File: src/hw/rtl/imubc_pkg.sv
`timescale 1ns / 1ps
`default_nettype none
// ----------------------------------------------------------------------------
// IMU bias calibration package
// Shared widths, register indexes and the structs passed between the lanes,
// the output merge stage and the top level.
// ----------------------------------------------------------------------------
package imubc_pkg;

  // Number of axes carried by one item: three gyro, then three accelerometer.
  localparam int AXES          = 6;
  localparam int GYRO_AXES     = 3;
  localparam int SAMPLE_W      = 16;
  localparam int CFG_W         = 16;
  localparam int ONE_G_W       = 15;
  // An average of 16-bit samples never exceeds 2^15 in magnitude, so the
  // serial divider only has to produce this many quotient bits.
  localparam int QUO_W         = 16;
  localparam int STEP_W        = $clog2(QUO_W);
  localparam int COUNT_BITS_DEF = 16;

  // Reset values of the configuration registers.
  localparam logic [CFG_W-1:0]   CAL_COUNT_RST = 16'd1000;
  localparam logic [ONE_G_W-1:0] ONE_G_RST     = 15'd16384;

  // Configuration register indexes.
  typedef enum logic [0:0] {
    REG_CAL_COUNT = 1'b0,
    REG_ONE_G     = 1'b1
  } imubc_reg_t;

  // Input opcodes and result kinds.
  localparam logic OP_CALIBRATE = 1'b0;
  localparam logic OP_MEASURE   = 1'b1;
  localparam logic KIND_MEASURE = 1'b0;
  localparam logic KIND_BIAS    = 1'b1;

  // Six axis values, gyro x in the lowest bits.
  typedef logic [AXES-1:0][SAMPLE_W-1:0] imubc_axes_t;

  // One result item as held by the output stage.
  typedef struct packed {
    logic        kind;
    imubc_axes_t axes;
  } imubc_item_t;

  // Commands from the sequencer to every lane.
  typedef struct packed {
    logic acc;   // add the sample to the accumulator
    logic load;  // move the accumulator into the divider and clear it
    logic step;  // one restoring division step
    logic fin;   // apply the gravity step and store the bias
  } imubc_lane_ctl_t;

endpackage

`default_nettype wire

File: src/hw/rtl/imubc_lane.sv
`timescale 1ns / 1ps
`default_nettype none
// ----------------------------------------------------------------------------
// IMU bias lane
// One axis: signed accumulator, bit-serial divider for the average, gravity
// step, bias register and the subtraction that corrects a measurement.
// ----------------------------------------------------------------------------
module imubc_lane #(
  parameter int COUNT_BITS = imubc_pkg::COUNT_BITS_DEF
) (
  input  wire logic                                clk,
  input  wire logic                                rst_n,
  input  wire imubc_pkg::imubc_lane_ctl_t          ctl,
  input  wire logic signed [imubc_pkg::SAMPLE_W-1:0] sample,
  input  wire logic [COUNT_BITS-1:0]               divisor,
  input  wire logic [imubc_pkg::ONE_G_W-1:0]       one_g,
  output logic [imubc_pkg::SAMPLE_W-1:0]           bias,
  output logic [imubc_pkg::SAMPLE_W-1:0]           corrected
);

  localparam int SW    = imubc_pkg::SAMPLE_W;
  localparam int QW    = imubc_pkg::QUO_W;
  localparam int SUM_W = SW + COUNT_BITS;

  logic signed [SUM_W-1:0]  sum_r,  sum_nxt;
  logic [COUNT_BITS-1:0]    rem_r,  rem_nxt;
  logic [QW-1:0]            shr_r,  shr_nxt;
  logic                     neg_r,  neg_nxt;
  logic [SW-1:0]            bias_r, bias_nxt;

  logic [SUM_W-1:0]         mag;
  logic [COUNT_BITS+1:0]    trial;
  logic [COUNT_BITS:0]      shifted;
  logic [QW:0]              quo_e;
  logic [QW:0]              g_e;
  logic [QW:0]              adj;
  logic [QW:0]              signed_adj;

  // Magnitude of the accumulated sum, taken when the divider is loaded.
  assign mag = sum_r[SUM_W-1] ? SUM_W'(-sum_r) : SUM_W'(sum_r);

  // Restoring division step on the partial remainder.
  assign shifted = {rem_r, shr_r[QW-1]};
  assign trial   = {1'b0, shifted} - {2'b00, divisor};

  // Gravity step: a magnitude of at least one g loses one g.
  assign quo_e      = {1'b0, shr_r};
  assign g_e        = {{(QW + 1 - imubc_pkg::ONE_G_W){1'b0}}, one_g};
  assign adj        = (quo_e >= g_e) ? (quo_e - g_e) : quo_e;
  assign signed_adj = neg_r ? (~adj + 1'b1) : adj;

  // Next-state logic for the accumulator and the divider.
  always_comb begin
    sum_nxt  = sum_r;
    rem_nxt  = rem_r;
    shr_nxt  = shr_r;
    neg_nxt  = neg_r;
    bias_nxt = bias_r;
    if (ctl.acc) begin
      sum_nxt = sum_r + SUM_W'(sample);
    end
    if (ctl.load) begin
      rem_nxt = mag[SUM_W-1:QW];
      shr_nxt = mag[QW-1:0];
      neg_nxt = sum_r[SUM_W-1];
      sum_nxt = '0;
    end
    if (ctl.step) begin
      if (!trial[COUNT_BITS+1]) begin
        rem_nxt = trial[COUNT_BITS-1:0];
        shr_nxt = {shr_r[QW-2:0], 1'b1};
      end else begin
        rem_nxt = shifted[COUNT_BITS-1:0];
        shr_nxt = {shr_r[QW-2:0], 1'b0};
      end
    end
    if (ctl.fin) begin
      bias_nxt = signed_adj[SW-1:0];
    end
  end

  // Accumulator and bias are architectural state; the divider is scratch.
  always_ff @(posedge clk) begin
    if (!rst_n) begin
      sum_r  <= '0;
      bias_r <= '0;
    end else begin
      sum_r  <= sum_nxt;
      bias_r <= bias_nxt;
    end
    rem_r <= rem_nxt;
    shr_r <= shr_nxt;
    neg_r <= neg_nxt;
  end

  assign bias      = bias_r;
  assign corrected = SW'(sample - $signed(bias_r));

endmodule

`default_nettype wire

File: src/hw/rtl/imubc_merge.sv
`timescale 1ns / 1ps
`default_nettype none
// ----------------------------------------------------------------------------
// IMU result merge stage
// Gathers the six lane values into one result item and holds it in an output
// register backed by a spare slot, so the input side keeps moving while a
// result waits.
// ----------------------------------------------------------------------------
module imubc_merge (
  input  wire logic                   clk,
  input  wire logic                   rst_n,
  input  wire logic                   push,
  input  wire logic                   push_kind,
  input  wire imubc_pkg::imubc_axes_t push_axes,
  output logic                        full,
  output logic                        out_tvalid,
  input  wire logic                   out_tready,
  output logic [95:0]                 out_tdata,  // gyro_x, gyro_y, gyro_z, accel_x, accel_y, accel_z
  output logic [0:0]                  out_tuser   // result_kind
);

  imubc_pkg::imubc_item_t item;
  imubc_pkg::imubc_item_t out_r,  out_nxt;
  imubc_pkg::imubc_item_t pend_r, pend_nxt;
  logic                   out_vld_r,  out_vld_nxt;
  logic                   pend_vld_r, pend_vld_nxt;
  logic                   out_free;

  assign item.kind = push_kind;
  assign item.axes = push_axes;

  // The output register frees when empty or when its transfer completes.
  assign out_free = !out_vld_r || out_tready;

  always_comb begin
    out_nxt      = out_r;
    out_vld_nxt  = out_vld_r;
    pend_nxt     = pend_r;
    pend_vld_nxt = pend_vld_r;
    if (out_free) begin
      if (pend_vld_r) begin
        out_nxt      = pend_r;
        out_vld_nxt  = 1'b1;
        pend_nxt     = item;
        pend_vld_nxt = push;
      end else begin
        out_nxt     = item;
        out_vld_nxt = push;
      end
    end else if (push) begin
      pend_nxt     = item;
      pend_vld_nxt = 1'b1;
    end
  end

  always_ff @(posedge clk) begin
    if (!rst_n) begin
      out_vld_r  <= 1'b0;
      pend_vld_r <= 1'b0;
    end else begin
      out_vld_r  <= out_vld_nxt;
      pend_vld_r <= pend_vld_nxt;
    end
    out_r  <= out_nxt;
    pend_r <= pend_nxt;
  end

  assign full       = pend_vld_r;
  assign out_tvalid = out_vld_r;
  assign out_tdata  = out_r.axes;
  assign out_tuser  = out_r.kind;

endmodule

`default_nettype wire

File: src/hw/rtl/imu_bias_calibrate_correct.sv
// A measurement transfer's result is registered in the merge stage; a
// calibration transfer yields nothing until the sample count is reached.
// Throughput: one measurement per cycle while results are taken; the final
// calibration transfer holds in_tready low through the load, the 16 steps of
// the lanes' serial dividers, the gravity step and the emit, before the biases appear.
// Synchronous active-low reset clears sums, count and biases; loads 1000 and 16384.
`timescale 1ns / 1ps
`default_nettype none
// ----------------------------------------------------------------------------
// IMU bias calibration and correction
// Six parallel axis lanes accumulate calibration samples, divide to find the
// biases and correct measurement samples; a merge stage forms the results.
// ----------------------------------------------------------------------------
module imu_bias_calibrate_correct #(
  parameter int COUNT_BITS = imubc_pkg::COUNT_BITS_DEF
) (
  input  wire logic        clk,
  input  wire logic        rst_n,
  input  wire logic        in_tvalid,
  output logic             in_tready,
  input  wire logic [95:0] in_tdata,   // gyro_x, gyro_y, gyro_z, accel_x, accel_y, accel_z
  input  wire logic [0:0]  in_tuser,   // opcode
  output logic             out_tvalid,
  input  wire logic        out_tready,
  output logic [95:0]      out_tdata,  // out_gyro_x .. out_accel_z
  output logic [0:0]       out_tuser,  // result_kind
  input  wire logic        cfg_we,
  input  wire logic [0:0]  cfg_addr,
  input  wire logic [15:0] cfg_wdata
);

  localparam int CFG_W = imubc_pkg::CFG_W;
  localparam int CMP_W = (COUNT_BITS > CFG_W) ? COUNT_BITS : CFG_W;
  localparam int STW   = imubc_pkg::STEP_W;

  typedef enum logic [2:0] {
    ST_IDLE,
    ST_LOAD,
    ST_DIV,
    ST_FIN,
    ST_EMIT
  } state_t;

  state_t                             state_r;
  logic [CFG_W-1:0]                   cal_count_r;
  logic [imubc_pkg::ONE_G_W-1:0]      one_g_r;
  logic [COUNT_BITS-1:0]              samples_r;
  logic [COUNT_BITS-1:0]              divisor_r;
  logic [STW-1:0]                     step_r;

  imubc_pkg::imubc_axes_t             in_axes;
  imubc_pkg::imubc_axes_t             bias_axes;
  imubc_pkg::imubc_axes_t             corr_axes;
  imubc_pkg::imubc_lane_ctl_t         ctl;
  logic                               accept;
  logic                               accept_cal;
  logic                               accept_meas;
  logic [COUNT_BITS-1:0]              taken;
  logic                               cal_done;
  logic                               merge_full;
  logic                               push;
  logic                               push_kind;
  imubc_pkg::imubc_axes_t             push_axes;

  assign in_axes     = in_tdata;
  assign in_tready   = (state_r == ST_IDLE) && !merge_full;
  assign accept      = in_tvalid && in_tready;
  assign accept_cal  = accept && (in_tuser[0] == imubc_pkg::OP_CALIBRATE);
  assign accept_meas = accept && (in_tuser[0] == imubc_pkg::OP_MEASURE);

  // The calibration ends once the new count reaches the target, where the
  // target is the register value raised to at least one and capped at the
  // counter's full scale.
  assign taken    = COUNT_BITS'(samples_r + 1'b1);
  assign cal_done = (taken != '0) &&
                    ((CMP_W'(taken) >= CMP_W'(cal_count_r)) || (&taken));

  // Lane commands follow the sequencer state.
  assign ctl.acc  = accept_cal;
  assign ctl.load = (state_r == ST_LOAD);
  assign ctl.step = (state_r == ST_DIV);
  assign ctl.fin  = (state_r == ST_FIN);

  // Configuration writes.
  always_ff @(posedge clk) begin
    if (!rst_n) begin
      cal_count_r <= imubc_pkg::CAL_COUNT_RST;
      one_g_r     <= imubc_pkg::ONE_G_RST;
    end else if (cfg_we) begin
      unique case (imubc_pkg::imubc_reg_t'(cfg_addr))
        imubc_pkg::REG_CAL_COUNT: cal_count_r <= cfg_wdata;
        imubc_pkg::REG_ONE_G:     one_g_r     <= cfg_wdata[imubc_pkg::ONE_G_W-1:0];
        default: ;
      endcase
    end
  end

  // Sequencer: sample count, divisor capture and division steps.
  always_ff @(posedge clk) begin
    if (!rst_n) begin
      state_r   <= ST_IDLE;
      samples_r <= '0;
      step_r    <= '0;
    end else begin
      unique case (state_r)
        ST_IDLE: begin
          if (accept_cal) begin
            if (cal_done) begin
              samples_r <= '0;
              state_r   <= ST_LOAD;
            end else begin
              samples_r <= taken;
            end
          end
        end
        ST_LOAD: begin
          step_r  <= '0;
          state_r <= ST_DIV;
        end
        ST_DIV: begin
          step_r <= step_r + 1'b1;
          if (step_r == STW'(imubc_pkg::QUO_W - 1)) begin
            state_r <= ST_FIN;
          end
        end
        ST_FIN: begin
          state_r <= ST_EMIT;
        end
        ST_EMIT: begin
          state_r <= ST_IDLE;
        end
        default: state_r <= ST_IDLE;
      endcase
    end
    if (accept_cal && cal_done) begin
      divisor_r <= taken;
    end
  end

  // Axis lanes; only the accelerometer lanes see the one g step.
  for (genvar i = 0; i < imubc_pkg::AXES; i++) begin : g_lane
    logic [imubc_pkg::ONE_G_W-1:0] lane_g;
    assign lane_g = (i >= imubc_pkg::GYRO_AXES) ? one_g_r : '0;

    imubc_lane #(
      .COUNT_BITS(COUNT_BITS)
    ) u_lane (
      .clk      (clk),
      .rst_n    (rst_n),
      .ctl      (ctl),
      .sample   (in_axes[i]),
      .divisor  (divisor_r),
      .one_g    (lane_g),
      .bias     (bias_axes[i]),
      .corrected(corr_axes[i])
    );
  end

  // A measurement pushes its corrected values; the end of a calibration
  // pushes the new biases.
  assign push      = accept_meas || (state_r == ST_EMIT);
  assign push_kind = (state_r == ST_EMIT) ? imubc_pkg::KIND_BIAS : imubc_pkg::KIND_MEASURE;
  assign push_axes = (state_r == ST_EMIT) ? bias_axes : corr_axes;

  imubc_merge u_merge (
    .clk       (clk),
    .rst_n     (rst_n),
    .push      (push),
    .push_kind (push_kind),
    .push_axes (push_axes),
    .full      (merge_full),
    .out_tvalid(out_tvalid),
    .out_tready(out_tready),
    .out_tdata (out_tdata),
    .out_tuser (out_tuser)
  );

endmodule

`default_nettype wire

File: config.mk
export PLATFORM = sky130hd
export DESIGN_NAME = imu_bias_calibrate_correct
export DESIGN_NICKNAME = d
export VERILOG_FILES = /design/src/hw/rtl/imubc_pkg.sv /design/src/hw/rtl/imubc_lane.sv /design/src/hw/rtl/imubc_merge.sv /design/src/hw/rtl/imu_bias_calibrate_correct.sv
export SDC_FILE = /design/constraint.sdc
export NUM_CORES = 2
export LEC_CHECK = 0
export ABC_AREA = 1
export BUFFER_PORTS_ARGS = -buffer_cell sky130_fd_sc_hd__buf_2
export CORE_MARGIN = 8
export CORE_UTILIZATION = 60
export DETAILED_ROUTE_END_ITERATION = 8
export GPL_TIMING_DRIVEN = 0
export PLACE_DENSITY_LB_ADDON = 0.2
export SYNTH_ARGS = -nofsm -noshare
export SYNTH_HDL_FRONTEND = slang
export SYNTH_HIERARCHICAL = 1
export SYNTH_SLANG_ARGS = --single-unit
File: constraint.sdc
create_clock -name clk -period 9.9 [get_ports clk]
set_clock_uncertainty 0.15 [all_clocks]
set_input_delay 1.98 -clock clk [delete_from_list [all_inputs] [get_ports clk]]
set_output_delay 1.98 -clock clk [all_outputs]
set_load 0.01 [all_outputs]
# Word level (Yosys, flattened, before mapping)
# Cells that the tools add are included.
# totals
ff_bits,752
latchBits,0
ram_bits,0
mem_bits_ro,0
in_bits,119
wordCells,198
memories,0
# op_classes
add_sub_neg,35
mul,0
div,0
order_cmp,4
n_eq_ne,9
shifts,0
n_mux,67
n_bitwise,9
n_reduce_logical,22
# ops
operator,count
$mux W16,40
$mux W97,4
$add A32 B16 Y32,6
$mux W32,6
$neg A32 Y32,6
$add A16 B1 Y16 const B,7
$sub A17 B16 Y18,6
$mux W96,1
$not A16 Y16,6
$sub A16 B16 Y16,6
$ge A16 B15 Y1,3
$sub A16 B15 Y16,3
$ge A16 B16 Y1,1
$reduce_and A16 Y1,1
$reduce_bool A16 Y1,1
$pmux W3 S4,1
$mux W1,11
$mux W3,3
$pmux W4 S2,1
$reduce_and A2 Y1,4
$eq A3 B2 Y1 const B,2
$logic_and A1 B1 Y1,6
$add A4 B1 Y4 const B,1
$eq A4 B4 Y1 const B,1
11 further kinds,19

# Longest topological paths before layout
# depth
ltp_word,7
mapped_depth,24

# By module
# Netlist, hierarchy kept.
# by_module_without_submodules
module,n_inst,cells_each,area_per_inst_um2,seq_area_each_um2
imubc_lane (g_lane[1].u_lane ...),3,1334,8697.1,1951.9
imubc_lane (g_lane[5].u_lane),1,1424,9001.1,1951.9
imubc_lane (g_lane[4].u_lane),1,1434,8951.1,1951.9
imubc_lane (g_lane[0].u_lane),1,1335,8777.2,1951.9
imubc_merge,1,522,7153.1,5865.6
imu_bias_calibrate_correct,1,780,4667.0,1561.5

# Worst setup path before layout
# OpenSTA, ideal clock, no wires.
# synth_path
kind,input to register
startpoint,in out_tready
endpoint,reg u_merge/pend_r[0] (netlist name) (enable)
setup_ns,0.463
arrival_time_ns,6.455
path_slack_ns,2.832
path_stages,3
path_buffers,0
cell_sequence,inv_1 -> nand2_1 -> o21a_1
# synth_via
elab_chain_cells,3
word_cells_on_any_way,4
# synth_rtl
item,line_no,rtl
start: declaration,imu_bias_calibrate_correct.sv:24,"input wire logic out_tready,"
$logic_or A1 B1 Y1 *,imubc_merge.sv:33,assign out_free = !out_vld_r || out_tready;
net u_merge.out_free,imubc_merge.sv:27,logic out_free;
$ne A2 B1 Y1 (no line) or $reduce_bool A2 Y1 (tied branches),--,
$reduce_and A2 Y1 (no line) *,--,
end signal: assignment,imubc_merge.sv:65,pend_r <= pend_nxt;
end: declaration,imubc_merge.sv:24,"imubc_pkg::imubc_item_t pend_r, pend_nxt;"
# Mark *: on every way through the listed nets, which the timed path passes. The rest lies on a longest branch.
# A chain may end at the register's enable or synchronous reset.

# Worst setup path in the final report
# layout_path
startpoint,in rst_n
endpoint,reg g_lane[4].u_lane.sum_r[29]
# layout_via
elab_chain_cells,2
# layout_rtl
item,line_no,rtl
start: declaration,imu_bias_calibrate_correct.sv:18,"input wire logic rst_n,"
$not A1 Y1 (no line),--,
$reduce_or A2 Y1 (no line),--,
end signal: assignment,imubc_lane.sv:88,sum_r <= sum_nxt;
end: declaration,imubc_lane.sv:25,"logic signed [SUM_W-1:0] sum_r, sum_nxt;"
# Every way passes these cells.

==> impl.org <==
** Global routing
- The first global-routing pass estimated 325700 um of wire.
- Overall global routing resource usage :: 34.14%
- Via count of the first global-routing pass :: 61388
- Initial antenna violation count :: 7
- Largest net degree at the start of global routing :: 64
- GRT overflow :: 0

** Clock network
- CTS H-Tree Depth :: 3
- The number of setup buffers added after CTS is 0.
- Post-cts repair resize count :: 0
- The later pin in the worst-skew pair is clocked with a latency of 670 ps.
- Number of buffers created by CTS :: 88
- Clock root cell :: sky130_fd_sc_hd__clkbuf_16
- Total number of clock tree sinks :: 752
- After clock tree synthesis, the clock-pin slew on the worst setup and hold paths is 70 ps.
- Hold repair after CTS inserted 0 buffers.
- In this run the deepest clock path goes through 3 buffers.
- TritonCTS clock tree :: built

** Routing
- DRT Pass-1 Iters :: 8
- Iteration-0 DRC count of the detailed router :: 5586
- Via/cell ratio :: 5.766
- In the final routed layout, each cell accounts on average for 18.59 um.
- In this run the remaining antenna-violating nets after routing total 0.
- The routed design has 210800 um of wire.
- Via count :: 65372
- Final routed DRC violation total :: 0

** Setup path
- Together, buffers and inverters on the worst path number 5.
- Kind of start point of the critical path :: input pin
- Delay contributed by the slowest stage of the critical path :: 930 ps
- On the critical path, the stage with the largest delay is an instance of sky130_fd_sc_hd__nor2_1.
- In this run the worst path has a maximum fanout of 19.
- Depth of the most critical reg-to-reg path :: 8
- The worst register-to-register path ends at u_merge/out_tdata[63]$_DFFE_PP_.
- Crit path max-delay family :: buffers and inverters
- Traced cell by cell, the critical path runs through buf_2, clkinv_1, nor2_1, inv_1, clkbuf_1, nor2_1, o21ai_0, inv_1.
- The critical path is of the in -> reg type.
- At the worst endpoint, the arrival time is 5300 ps.
- Data on the critical path is required at its endpoint by 10370 ps.
- Critical path endpoint category :: flop
- The startpoint identified for the worst register-to-register timing path is state_r[2]$_SDFFE_PN0P_.
- Across all register-to-register paths, the minimum setup slack is 5610 ps.

** Power and ir drop
- Combinational cells account for 56.3% of the total power.
- P_sw :: 0.009904 W
- Lkg Pwr :: 34.87 nW
- Highest ir drop seen on vdd :: 227.4 uV
- Net switching is 48.93% of the power.
- Clock group share of total power :: 17.8%
- The design draws 0.02024 W.
- The internal power of the cells totals 0.01034 W.
- Register share of total power :: 25.9%
- Dividing total power by cell area gives a power density of 284.9 nW/um^2.

** STA
- Crit path time final :: 4835 ps
- Setup repair after global routing left no endpoint under its margin.
- Timing would allow up to 206.8 MHz.
- The number of endpoints with negative hold slack in the final report is 0.
- Pin slew with the least headroom to its limit :: 1203 ps
- Hold slack final :: 288.9 ps
- Final Slew Violations :: 0
- The worst path uses 48.84% of the clock period.
- Number of setup violations in the final report :: 0
- Measured against its own limit, the worst slew margin works out to 19.79%.

** Floorplanning
- Total Die Area :: 118500 sq um
- Measured along the x axis, the die boundary spans 344.2 um.
- In this run the count of I/O pins placed on the die edge is 218.
- The floorplan has 120 rows.
- The floorplan step defined a core boundary enclosing 106900 sq um.
- The initial utilization of the core area, before any placement, comes to 60.47%.
- Die Ht :: 344.2 um

** Place
- Port buffer count :: 217
- Total placed cells including tap cells :: 11174
- Placement Cell Area :: 67880 sq um
- Routability-driven placement finished with a final weighted congestion of 1.009.
- Half-perimeter wire length after detailed placement :: 166100 um

** Finish
- Multi-input gate area in the final layout :: 39050 sq um
- Leaving out filler cells and counting taps, the final layout contains 11338.
- Fill cells in the final layout number 9757.
- Final-stage net count :: 10498
- Final design area excluding fillers :: 71060 sq um
- Area taken by flip-flops and latches :: 19140 sq um
- Relative to the synthesized area, the layout overhead comes to 9.928%.
- Layout cells sized above 1 :: 7.429%

** Min path
- The tightest min-delay check is of the reg -> reg type.
- Worst hold stages :: 0
- For hold timing, the worst endpoint is g_lane[0].u_lane/neg_r$_DFFE_PP_.
- The startpoint identified for the worst hold timing path is g_lane[0].u_lane/sum_r[31]$_SDFFE_PP0P_.

** Logic synthesis
- In this run the cell area of the synthesized design comes to 64640 sq um.
- In this run, synthesis produced a sequential element count of 752.
- Yosys warning count :: 6
- Of all flip-flops after synthesis, the portion carrying an async set or reset was 0%.
- Sequential elements use 29.61% of the synthesized area.
- Cells after Synth :: 9497
- Average cell area after synthesis :: 6.806 sq um
- Number of synthesized flops with an enable pin :: 408
- Synthesis instantiated 68 different standard cells from the library.
- Among all flip-flop cells after synthesis, the most frequent one is sky130_fd_sc_hd__edfxtp_1.

** Job
- Max-cap violations in this run came to 0.

** Run status
- Run status :: finished clean
==> metal layers <==
metal  vias to the layer above  global-route usage (%)  share of wire [%]
met5                         -                       0                  0
met4                         0                   15.36                4.9
met3                       530                   4.421                7.5
met2                      2636                   57.96                 46
met1                     30125                   43.28                 41
li1                      32081                       -                  -
==> cell usage after synthesis, drive strengths merged (4+ instances only) <==
cell,instances,area share (%)
nand2,2439,15
inv,1462,8.5
a21oi,856,6.7
o21ai,817,6.4
nor2,803,5.0
nand3,549,4.5
ha,494,9.6
edfxtp,408,19
dfxtp,344,11
xor2,248,3.4
clkbuf,154,0.89
nor3,120,1.1
xnor2,115,1.6
nand4,108,1.0
buf,70,0.76
a31oi,66,0.64
a21o,64,0.74
o31ai,57,0.66
o211ai,47,0.55
or2,35,0.34
nor4,32,0.34
a21boi,28,0.33
clkinv,27,0.16
nand3b,26,0.30
fa,24,0.74
o221ai,21,0.28
a221oi,14,0.19
o21a,13,0.15
o21bai,12,0.21
a211oi,8,0.093
and2,8,0.077
a22oi,6,0.070
o221a,5,0.087
nor3b,4,0.046
o2111ai,4,0.054
o22ai,4,0.039
==> cell usage in the layout, fill, tap and decap left out, types with 20 or more instances in the layout <==
cell,count
sky130_fd_sc_hd__nand2_1,2327
sky130_fd_sc_hd__inv_1,1428
sky130_fd_sc_hd__a21oi_1,846
sky130_fd_sc_hd__nor2_1,753
sky130_fd_sc_hd__o21ai_0,745
sky130_fd_sc_hd__nand3_1,522
sky130_fd_sc_hd__ha_1,494
sky130_fd_sc_hd__edfxtp_1,408
sky130_fd_sc_hd__dfxtp_1,344
sky130_fd_sc_hd__buf_2,252
sky130_fd_sc_hd__xor2_1,248
sky130_fd_sc_hd__clkbuf_1,157
sky130_fd_sc_hd__xnor2_1,115
sky130_fd_sc_hd__nand4_1,108
sky130_fd_sc_hd__nor3_1,103
sky130_fd_sc_hd__clkbuf_16,93
sky130_fd_sc_hd__nand2_2,83
sky130_fd_sc_hd__a31oi_1,66
sky130_fd_sc_hd__a21o_1,64
sky130_fd_sc_hd__o31ai_1,57
sky130_fd_sc_hd__o21ai_1,56
sky130_fd_sc_hd__conb_1,48
sky130_fd_sc_hd__o211ai_1,47
sky130_fd_sc_hd__clkinv_1,35
sky130_fd_sc_hd__inv_2,32
sky130_fd_sc_hd__nor4_1,29
sky130_fd_sc_hd__nand2_4,29
sky130_fd_sc_hd__nor2_2,28
sky130_fd_sc_hd__nand3b_1,26
sky130_fd_sc_hd__nand3_2,25
sky130_fd_sc_hd__or2_2,25
sky130_fd_sc_hd__fa_1,24
sky130_fd_sc_hd__nor2_4,21
sky130_fd_sc_hd__o221ai_1,21
sky130_fd_sc_hd__a21boi_0,20
==> through the flow <==
stage | setup WS [ps] | util [%] | setup TNS [ps]
floorplan | 2832 | - | 0
global placement | -118.4 | 63.29 | -9559
detailed placement | 4551 | 63.50 | 0
CTS | 5237 | 66.47 | 0
global route | 4967 | 66.47 | 0
finish | 5065 | 66.47 | 0
==> how the worst max path moves through the flow <==
stage               startpoint                                 endpoint  slack (ps)  depth (start not counted)
detailed placement       rst_n  g_lane[4].u_lane/sum_r[17]$_SDFFE_PP0P_        4550                          8
global route             rst_n   g_lane[0].u_lane/sum_r[9]$_SDFFE_PP0P_        4970                          9
finish                   rst_n  g_lane[4].u_lane/sum_r[29]$_SDFFE_PP0P_        5060                          8
global placement    out_tready             u_merge/pend_r[58]$_DFFE_PP_        -120                          5
floorplan           out_tready              u_merge/pend_r[0]$_DFFE_PP_        2830                          3
CTS                      rst_n  g_lane[4].u_lane/sum_r[17]$_SDFFE_PP0P_        5240                          8
==> sequential cells by signal, summed over array words and instances, names as in the netlist, 4 cells and up <==
signal               cells
g_lane.u_lane/sum_r    192
u_merge/pend_r          97
g_lane.u_lane/bias      96
g_lane.u_lane/rem_r     96
g_lane.u_lane/shr_r     96
u_merge/out_tdata       96
cal_count_r             16
divisor_r               16
samples_r               16
g_lane.lane_g           15
g_lane.u_lane/neg_r      6
step_r                   4
==> power groups by stage <==
stage	clock network, W	logic (W)	registers [W]
2_1_floorplan	0	0.00835	0.00496
3_3_place_gp	0	0.0108	0.00526
3_5_place_dp	0	0.0111	0.00527
4_1_cts	0.00365	0.0112	0.00521
5_1_grt	0.00377	0.0127	0.00530
6_report	0.00360	0.0114	0.00523
==> worst reg2reg max path: stages (launching register included) <==
cell                       delay [ps]
sky130_fd_sc_hd__dfxtp_1          420
sky130_fd_sc_hd__nand2_1          700
sky130_fd_sc_hd__inv_2            570
sky130_fd_sc_hd__clkbuf_1         780
sky130_fd_sc_hd__clkbuf_1         740
sky130_fd_sc_hd__nand2_1          120
sky130_fd_sc_hd__nand2_1          320
sky130_fd_sc_hd__nand2_1          120
sky130_fd_sc_hd__nand2_1          190
==> kinds of logic (layout without fill, tap and decap cells) <==
group	Yosys count	count (layout)	synth area share [%]
buf+inv	1713	2103	10.31
flops	752	752	29.61
xor+xnor	363	363	4.918
fa+ha+maj	518	518	10.31
compound gates	2026	2026	17.33
simple gates	4124	4124	27.52
other cells	1	49	0.005801
==> final cells by class <==
cell class	instances	share of cell area, %
multi-input cells	7079	54.95
flip-flops and latches	752	26.93
inverters	1489	7.874
clock buffers	100	3.354
well taps	1403	2.470
repair buffers	227	1.794
plain buffers	224	1.504
clock inverters	63	1.113
diodes	1	0.003522
No activity file was read; power rests on OpenSTA's default activity.
